--- config.mk ---
export PLATFORM = sky130hd
export DESIGN_NAME = rrb_ctrl
export DESIGN_NICKNAME = d
export VERILOG_FILES = /design/src/sv/rrb_pkg.sv /design/src/sv/rrb_ctrl.sv
export SDC_FILE = /design/constraint.sdc
export NUM_CORES = 1
export LEC_CHECK = 0
export BUFFER_PORTS_ARGS = -buffer_cell sky130_fd_sc_hd__buf_2
export CORE_MARGIN = 5
export CORE_UTILIZATION = 60
export DETAILED_ROUTE_END_ITERATION = 10
export GPL_TIMING_DRIVEN = 0
export PLACE_DENSITY = 0.94
export REMOVE_ABC_BUFFERS = 1
export SETUP_SLACK_MARGIN = 0.5
export SLEW_MARGIN = 40
export SYNTH_ARGS = -nofsm -noshare
export SYNTH_HDL_FRONTEND = slang
export SYNTH_SLANG_ARGS = --single-unit
--- constraint.sdc ---
create_clock -name clk -period 7.7 [get_ports clk]
set_input_delay 1.155 -clock clk [delete_from_list [all_inputs] [get_ports clk]]
set_output_delay 1.155 -clock clk [all_outputs]
set_load 0.01 [all_outputs]
--- src/sv/rrb_pkg.sv ---
package rrb_pkg;

  localparam int unsigned BUFFER_DEPTH = 1024;
  localparam int unsigned IDX_W = $clog2(BUFFER_DEPTH);
  localparam int unsigned CNT_W = IDX_W + 1;
  localparam int unsigned FILL_W = 10;
  localparam int unsigned TIME_W = 64;
  localparam int unsigned TMO_W = 32;

  localparam logic [TMO_W-1:0] GAP_TIMEOUT_RST = TMO_W'(5000);

  localparam logic [1:0] CMD_PUSH = 2'd0;
  localparam logic [1:0] CMD_POP = 2'd1;
  localparam logic [1:0] CMD_FLUSH = 2'd2;
  localparam logic [1:0] CMD_DISCARD = 2'd3;

  typedef logic [IDX_W-1:0] idx_t;
  typedef logic [FILL_W-1:0] fill_t;

  // bit 0 gap, bit 1 loss
  typedef struct packed {
    logic loss;
    logic gap;
  } tags_t;

  typedef struct packed {
    logic  we;
    idx_t  waddr;
    logic [7:0] wbyte;
    tags_t wtags;
    logic  re;
    idx_t  raddr;
  } mem_req_t;

  typedef struct packed {
    logic  pop_valid;
    logic  loss_force;
    fill_t fill;
  } res_info_t;

  function automatic idx_t next_slot(idx_t i);
    idx_t n;
    n = (i == IDX_W'(BUFFER_DEPTH - 1)) ? '0 : i + 1'b1;
    return n;
  endfunction

  function automatic fill_t held_fill(idx_t w, idx_t r);
    logic [CNT_W-1:0] cnt;
    if (w >= r) begin
      cnt = CNT_W'(w) - CNT_W'(r);
    end else begin
      cnt = CNT_W'(BUFFER_DEPTH) - CNT_W'(r) + CNT_W'(w);
    end
    return FILL_W'(cnt);
  endfunction

endpackage

--- src/sv/rrb_ctrl.sv ---
module rrb_ctrl (
  input  logic                             clk,
  input  logic                             rst_n,
  input  logic                             accept,
  input  logic [1:0]                       cmd,
  input  logic [7:0]                       rx_byte,
  input  logic [rrb_pkg::TIME_W-1:0]       time_now_us,
  input  logic                             hw_fifo_had_bytes,
  input  logic                             cfg_wr_en,
  input  logic [rrb_pkg::TMO_W-1:0]        cfg_wr_data,
  output rrb_pkg::mem_req_t                mem_req,
  output rrb_pkg::res_info_t               res_info
);

  logic [rrb_pkg::TMO_W-1:0]  gap_timeout_r;
  rrb_pkg::idx_t              wr_idx_r, wr_idx_nxt;
  rrb_pkg::idx_t              rd_idx_r, rd_idx_nxt;
  logic [rrb_pkg::TIME_W-1:0] last_rx_r, last_rx_nxt;
  logic                       have_last_r, have_last_nxt;
  logic                       pend_loss_r, pend_loss_nxt;
  // head entry carries a loss tag set by an overwrite, held here instead of the memory
  logic                       head_loss_r, head_loss_nxt;
  logic [rrb_pkg::TIME_W-1:0] elapsed;
  logic                       is_empty;
  logic                       gap_hit;
  rrb_pkg::idx_t              wr_adv;
  logic                       pop_ok;

  assign elapsed  = time_now_us - last_rx_r;
  assign gap_hit  = have_last_r && (elapsed > rrb_pkg::TIME_W'(gap_timeout_r));
  assign is_empty = (wr_idx_r == rd_idx_r);
  assign wr_adv   = rrb_pkg::next_slot(wr_idx_r);

  always_comb begin
    wr_idx_nxt    = wr_idx_r;
    rd_idx_nxt    = rd_idx_r;
    last_rx_nxt   = last_rx_r;
    have_last_nxt = have_last_r;
    pend_loss_nxt = pend_loss_r;
    head_loss_nxt = head_loss_r;
    pop_ok        = 1'b0;
    mem_req.we    = 1'b0;
    mem_req.waddr = wr_idx_r;
    mem_req.wbyte = rx_byte;
    mem_req.wtags = '{loss: pend_loss_r, gap: gap_hit};
    mem_req.re    = 1'b0;
    mem_req.raddr = rd_idx_r;
    if (accept) begin
      unique case (cmd)
        rrb_pkg::CMD_PUSH: begin
          mem_req.we    = 1'b1;
          pend_loss_nxt = 1'b0;
          last_rx_nxt   = time_now_us;
          have_last_nxt = 1'b1;
          wr_idx_nxt    = wr_adv;
          if (wr_adv == rd_idx_r) begin
            rd_idx_nxt    = rrb_pkg::next_slot(rd_idx_r);
            head_loss_nxt = 1'b1;
          end
        end
        rrb_pkg::CMD_POP: begin
          if (!is_empty) begin
            pop_ok        = 1'b1;
            mem_req.re    = 1'b1;
            rd_idx_nxt    = rrb_pkg::next_slot(rd_idx_r);
            head_loss_nxt = 1'b0;
          end
        end
        rrb_pkg::CMD_FLUSH: begin
          wr_idx_nxt    = '0;
          rd_idx_nxt    = '0;
          last_rx_nxt   = '0;
          have_last_nxt = 1'b0;
          pend_loss_nxt = 1'b0;
          head_loss_nxt = 1'b0;
        end
        rrb_pkg::CMD_DISCARD: begin
          wr_idx_nxt    = '0;
          rd_idx_nxt    = '0;
          head_loss_nxt = 1'b0;
          if (!is_empty || hw_fifo_had_bytes) begin
            last_rx_nxt   = time_now_us;
            have_last_nxt = 1'b1;
            pend_loss_nxt = 1'b1;
          end
        end
        default: begin
        end
      endcase
    end
  end

  assign res_info.pop_valid  = pop_ok;
  assign res_info.loss_force = head_loss_r;
  assign res_info.fill       = rrb_pkg::held_fill(wr_idx_nxt, rd_idx_nxt);

  always_ff @(posedge clk) begin
    if (!rst_n) begin
      gap_timeout_r <= rrb_pkg::GAP_TIMEOUT_RST;
      wr_idx_r      <= '0;
      rd_idx_r      <= '0;
      last_rx_r     <= '0;
      have_last_r   <= 1'b0;
      pend_loss_r   <= 1'b0;
      head_loss_r   <= 1'b0;
    end else begin
      if (cfg_wr_en) begin
        gap_timeout_r <= cfg_wr_data;
      end
      wr_idx_r    <= wr_idx_nxt;
      rd_idx_r    <= rd_idx_nxt;
      last_rx_r   <= last_rx_nxt;
      have_last_r <= have_last_nxt;
      pend_loss_r <= pend_loss_nxt;
      head_loss_r <= head_loss_nxt;
    end
  end

endmodule

==> results.txt <==
The flow ran to the end, and the final reports show no timing, DRC or antenna violations. In the synthesized netlist the dominant register cell turns out to be dfxtp_1. The aggregate negative setup slack came out at 0 ps. At the worst endpoint, the arrival time is about 6100 ps. In the layout the commonest cells are nor2_1 (161), buf_2 (137), inv_1 (129). The starting density of the core came out at approximately three fifths. Clock latency on the worst-skew pair, taken at its later pin, is 440 ps. The slew at the pin closest to its max-slew limit is about 880 ps. The number of design rule violations left after detail routing is 0.

The most critical setup path has its startpoint at time_now_us[0]. The via count of the first global-routing pass was 11050. Counting flops with a built-in enable in the synthesized netlist gives 0. The routed design could run at a clock period as short as about 7200 ps. The length of the first detailed-routing pass in iterations came out at 7. The die boundary height is 145.7 µm. Based on the critical path, the design can be clocked at up to ~140 MHz. The final max-slew violation count came to 0. The setup slack of the worst register-to-register path came out at about 3900 ps.

The biggest fanout along the worst timing path came out at 4. Setup repair after global routing could not meet its margin everywhere. STA classifies the critical path endpoint as a primary output. TritonCTS built the clock tree.

The area inside the core boundary is approximately 18000 µm². The length in cells of the worst reg-to-reg path is 13. The proportion of layout cells with a drive suffix above 1 is between 10% and 20%.

The final clock period utilization by the worst path is 93.71%. The synthesis warning total came out at 0. The number of antenna violations at the first check in global routing is 1. Clock tree synthesis inserted a total of 17 buffers. The startpoint identified for the worst register-to-register timing path is wr_idx_r[0]$_SDFF_PN0_.

In the final routed layout, each cell accounts on average for 19.08 µm. The cell count after synthesis is around 1500. For the worst setup path, the data required time is around 6600 ps. In this run the horizontal extent of the chip is approximately 150 µm. The detailed router finished its first iteration with approximately 1300 violations.

The library cell used as clock root buffer is clkbuf_16. The static power due to leakage came out at 5.290 nW. The worst-case clock buffer depth came out at 2. The floorplan has 49 rows.

The minimum hold slack came out at roughly 470 ps. In this run the tightest slew margin relative to its limit is just over 40%. The number of nets in the layout came out at 1790. The die covers roughly 21000 µm².

The critical path is of the in -> out type. In this run the worst setup path terminates at mem_req[11]. The fraction of synthesis flops using an asynchronous set or reset pin is 0%. The worst-case clock skew is 19.74 ps. The count of final hold-check violations is 0. The number of sinks on the clock net is between 100 and 150. The post-route antenna net violation count is 0. The wire length of the first global-routing pass is between 50000 and 60000 µm.

The total global-route track usage is between 20% and 30%. The final estimated routing congestion in global placement is around 0.96. The H-tree was split into 4 levels. The post-synthesis sequential area ratio is a little over a fifth. In this run the power density over the cells is approximately 180 nW/µm².

The number of violations of the max-capacitance limit came out at 0. The number of distinct standard cells referenced by the synthesized netlist is 90. The number of setup violations in the final report is 0. The worst register-to-register path ends at rd_idx_r[4]$_SDFF_PN0_. The commonest non-fill, non-tap cell in the layout is nor2_1.

The pin count of the biggest net entering global routing is 59. The total grt overflow came out at 0. The routed via count divided by cell count came out at ~6.6.

STA classifies the critical path startpoint as an input port. The number of fill cells in the layout came out at around 1400. The total number of vias came out at ~12000. The highest ir drop seen on vdd came out at ~0.00017 V. The clock input transition at the sequential cells of the worst setup and hold paths is 60 ps. In this run the worst hold path is classified as reg -> reg. Once detailed placement completed, the half-perimeter wirelength came to around 25000 µm. The post-synthesis instance area is approximately 11000 µm². The average cell area after synthesis came out at 7.396 µm².

The placed cell area came out at 11680 µm². The final wirelength came out at between 30000 and 40000 µm. The number of port buffers came out at approximately 140.

The share of the core filled with cells came out at a little over two thirds. The summed area of non-filler cells in the final layout is between 10000 and 15000 µm². The total chip power is around 2.3 mW. After synthesis the netlist holds a flip-flop and latch count of ~120. Relative to the synthesized area, the layout overhead comes to 13.47%. The count of pins on the block boundary came out at roughly 160.
==> critical path, cell delays in order <==
cell	delay (ps)
buf_2	110
inv_2	70
ha_4	140
inv_2	40
fa_2	390
a21o_1	210
a221o_1	440
a221oi_4	290
buf_6	180
o31ai_4	80
nand3_2	110
nand2_2	80
xor2_2	170
ha_1	310
nand4_1	200
nor3_4	310
nand4_1	170
o2111a_1	210
or4_4	520
nor4_2	190
nand4_1	200
nor4_2	210
a21boi_1	100
buf_2	150
==> routing by layer <==
layer | wire (µm) | GRT usage (%) | up-vias
li1 | - | - | 5542
met1 | 14070 | 38.88 | 5465
met2 | 15390 | 47.67 | 747
met3 | 3287 | 6.260 | 185
met4 | 1901 | 13.85 | 0
met5 | 0 | 0 | -
==> area by class of cell <==
class / instances / area [µm²] / area share (%)
timing repair buffer: 159 / 908.4 / 7.250
sequential: 119 / 2385 / 19.03
inverter: 132 / 500.5 / 3.994
multi-input combinational: 1142 / 7874 / 62.84
antenna: 3 / 7.507 / 0.05992
tap: 229 / 286.5 / 2.287
clock inverter: 15 / 142.6 / 1.138
clock buffer: 17 / 425.4 / 3.395
==> report_power, final <==
| group | internal (mW) | total, mW | switching, mW |
|---|---|---|---|
| Combinational | 0.312 | 0.798 | 0.486 |
| Sequential | 0.647 | 0.666 | 0.0197 |
| Clock | 0.451 | 0.786 | 0.335 |
==> sequential cells by signal, indices dropped and copies added (netlist names) <==
signal         flops
have_last_r        1
pend_loss_r        1
rd_idx_r          10
last_rx_r         64
head_loss_r        1
wr_idx_r          10
gap_timeout_r     32
==> stage by stage <==
| step | cells | setup WS (ps) |
|---|---|---|
| 2_1_floorplan | 1393 | 1143 |
| 3_3_place_gp | 1760 | -3912 |
| 3_5_place_dp | 1767 | -185.5 |
| 4_1_cts | 1801 | 157.1 |
| 5_1_grt | 1814 | 298.2 |
| 6_report | 1816 | 484.2 |
==> what timing repair did <==
action / CTS / global route
setup endpoints to repair: 4 / 2
setup buffers: 2 / 12
hold buffers: 0 / 0
resized for setup: 4 / 35
pin swaps: 2 / 18
==> cells in the mapped netlist (4+ instances only) <==
library cell    n  share of area [%]
a2111oi_0       5               0.40
a211oi_1        6               0.41
a21boi_0        8               0.54
a21o_1         26                1.8
a21oi_1       121                5.5
a221oi_1        8               0.63
a22o_1          4               0.32
a22oi_1        70                4.8
a31oi_1        16               0.91
a41oi_1         4               0.32
and2_1         13               0.74
and3_1         16               0.91
and4_1          7               0.56
buf_2          10               0.45
buf_4          22                1.5
clkbuf_1       64                2.2
dfxtp_1       119                 22
ha_1          106                 12
inv_1         131                4.5
mux2i_1        34                3.1
nand2_1       122                4.1
nand2b_1       12               0.68
nand3_1        22                1.0
nand4_1        36                2.0
nor2_1        161                5.5
nor2b_1         6               0.34
nor3_1         26                1.2
nor3b_1         4               0.27
nor4_1          9               0.51
o211ai_1       14               0.95
o21a_1         19                1.3
o21ai_0        73                3.3
o21bai_1       16                1.1
o221ai_1        5               0.40
o2bb2ai_1       5               0.40
o31ai_1        11               0.75
or2_2           5               0.28
or3_1          13               0.74
or4_1           9               0.61
xnor2_1        33                2.6
xor2_1         31                2.5
==> logic make-up (layout without fill, tap and decap cells) <==
logic type      Yosys count  after routing  share of synthesized area, %
fa+ha+maj               108            108                         12.37
flops                   119            119                         21.58
compound gates          461            461                         28.22
buf+inv                 232            323                         8.884
other cells               0              3                             0
xor+xnor                 64             64                         5.077
simple gates            474            474                         20.69
mux                      35             35                         3.184
==> how the worst min path moves through the flow <==
| stage | cells past startpoint | to | slack (ps) | from |
|---|---|---|---|---|
| floorplan | 2 | have_last_r$_SDFFE_PN0P_ | 450 | have_last_r$_SDFFE_PN0P_ |
| global placement | 2 | pend_loss_r$_SDFFE_PN0P_ | 460 | pend_loss_r$_SDFFE_PN0P_ |
| detailed placement | 2 | pend_loss_r$_SDFFE_PN0P_ | 460 | pend_loss_r$_SDFFE_PN0P_ |
| CTS | 2 | pend_loss_r$_SDFFE_PN0P_ | 480 | pend_loss_r$_SDFFE_PN0P_ |
| global route | 2 | pend_loss_r$_SDFFE_PN0P_ | 510 | pend_loss_r$_SDFFE_PN0P_ |
| finish | 2 | pend_loss_r$_SDFFE_PN0P_ | 470 | pend_loss_r$_SDFFE_PN0P_ |
Power figures use the tool's default switching activity.
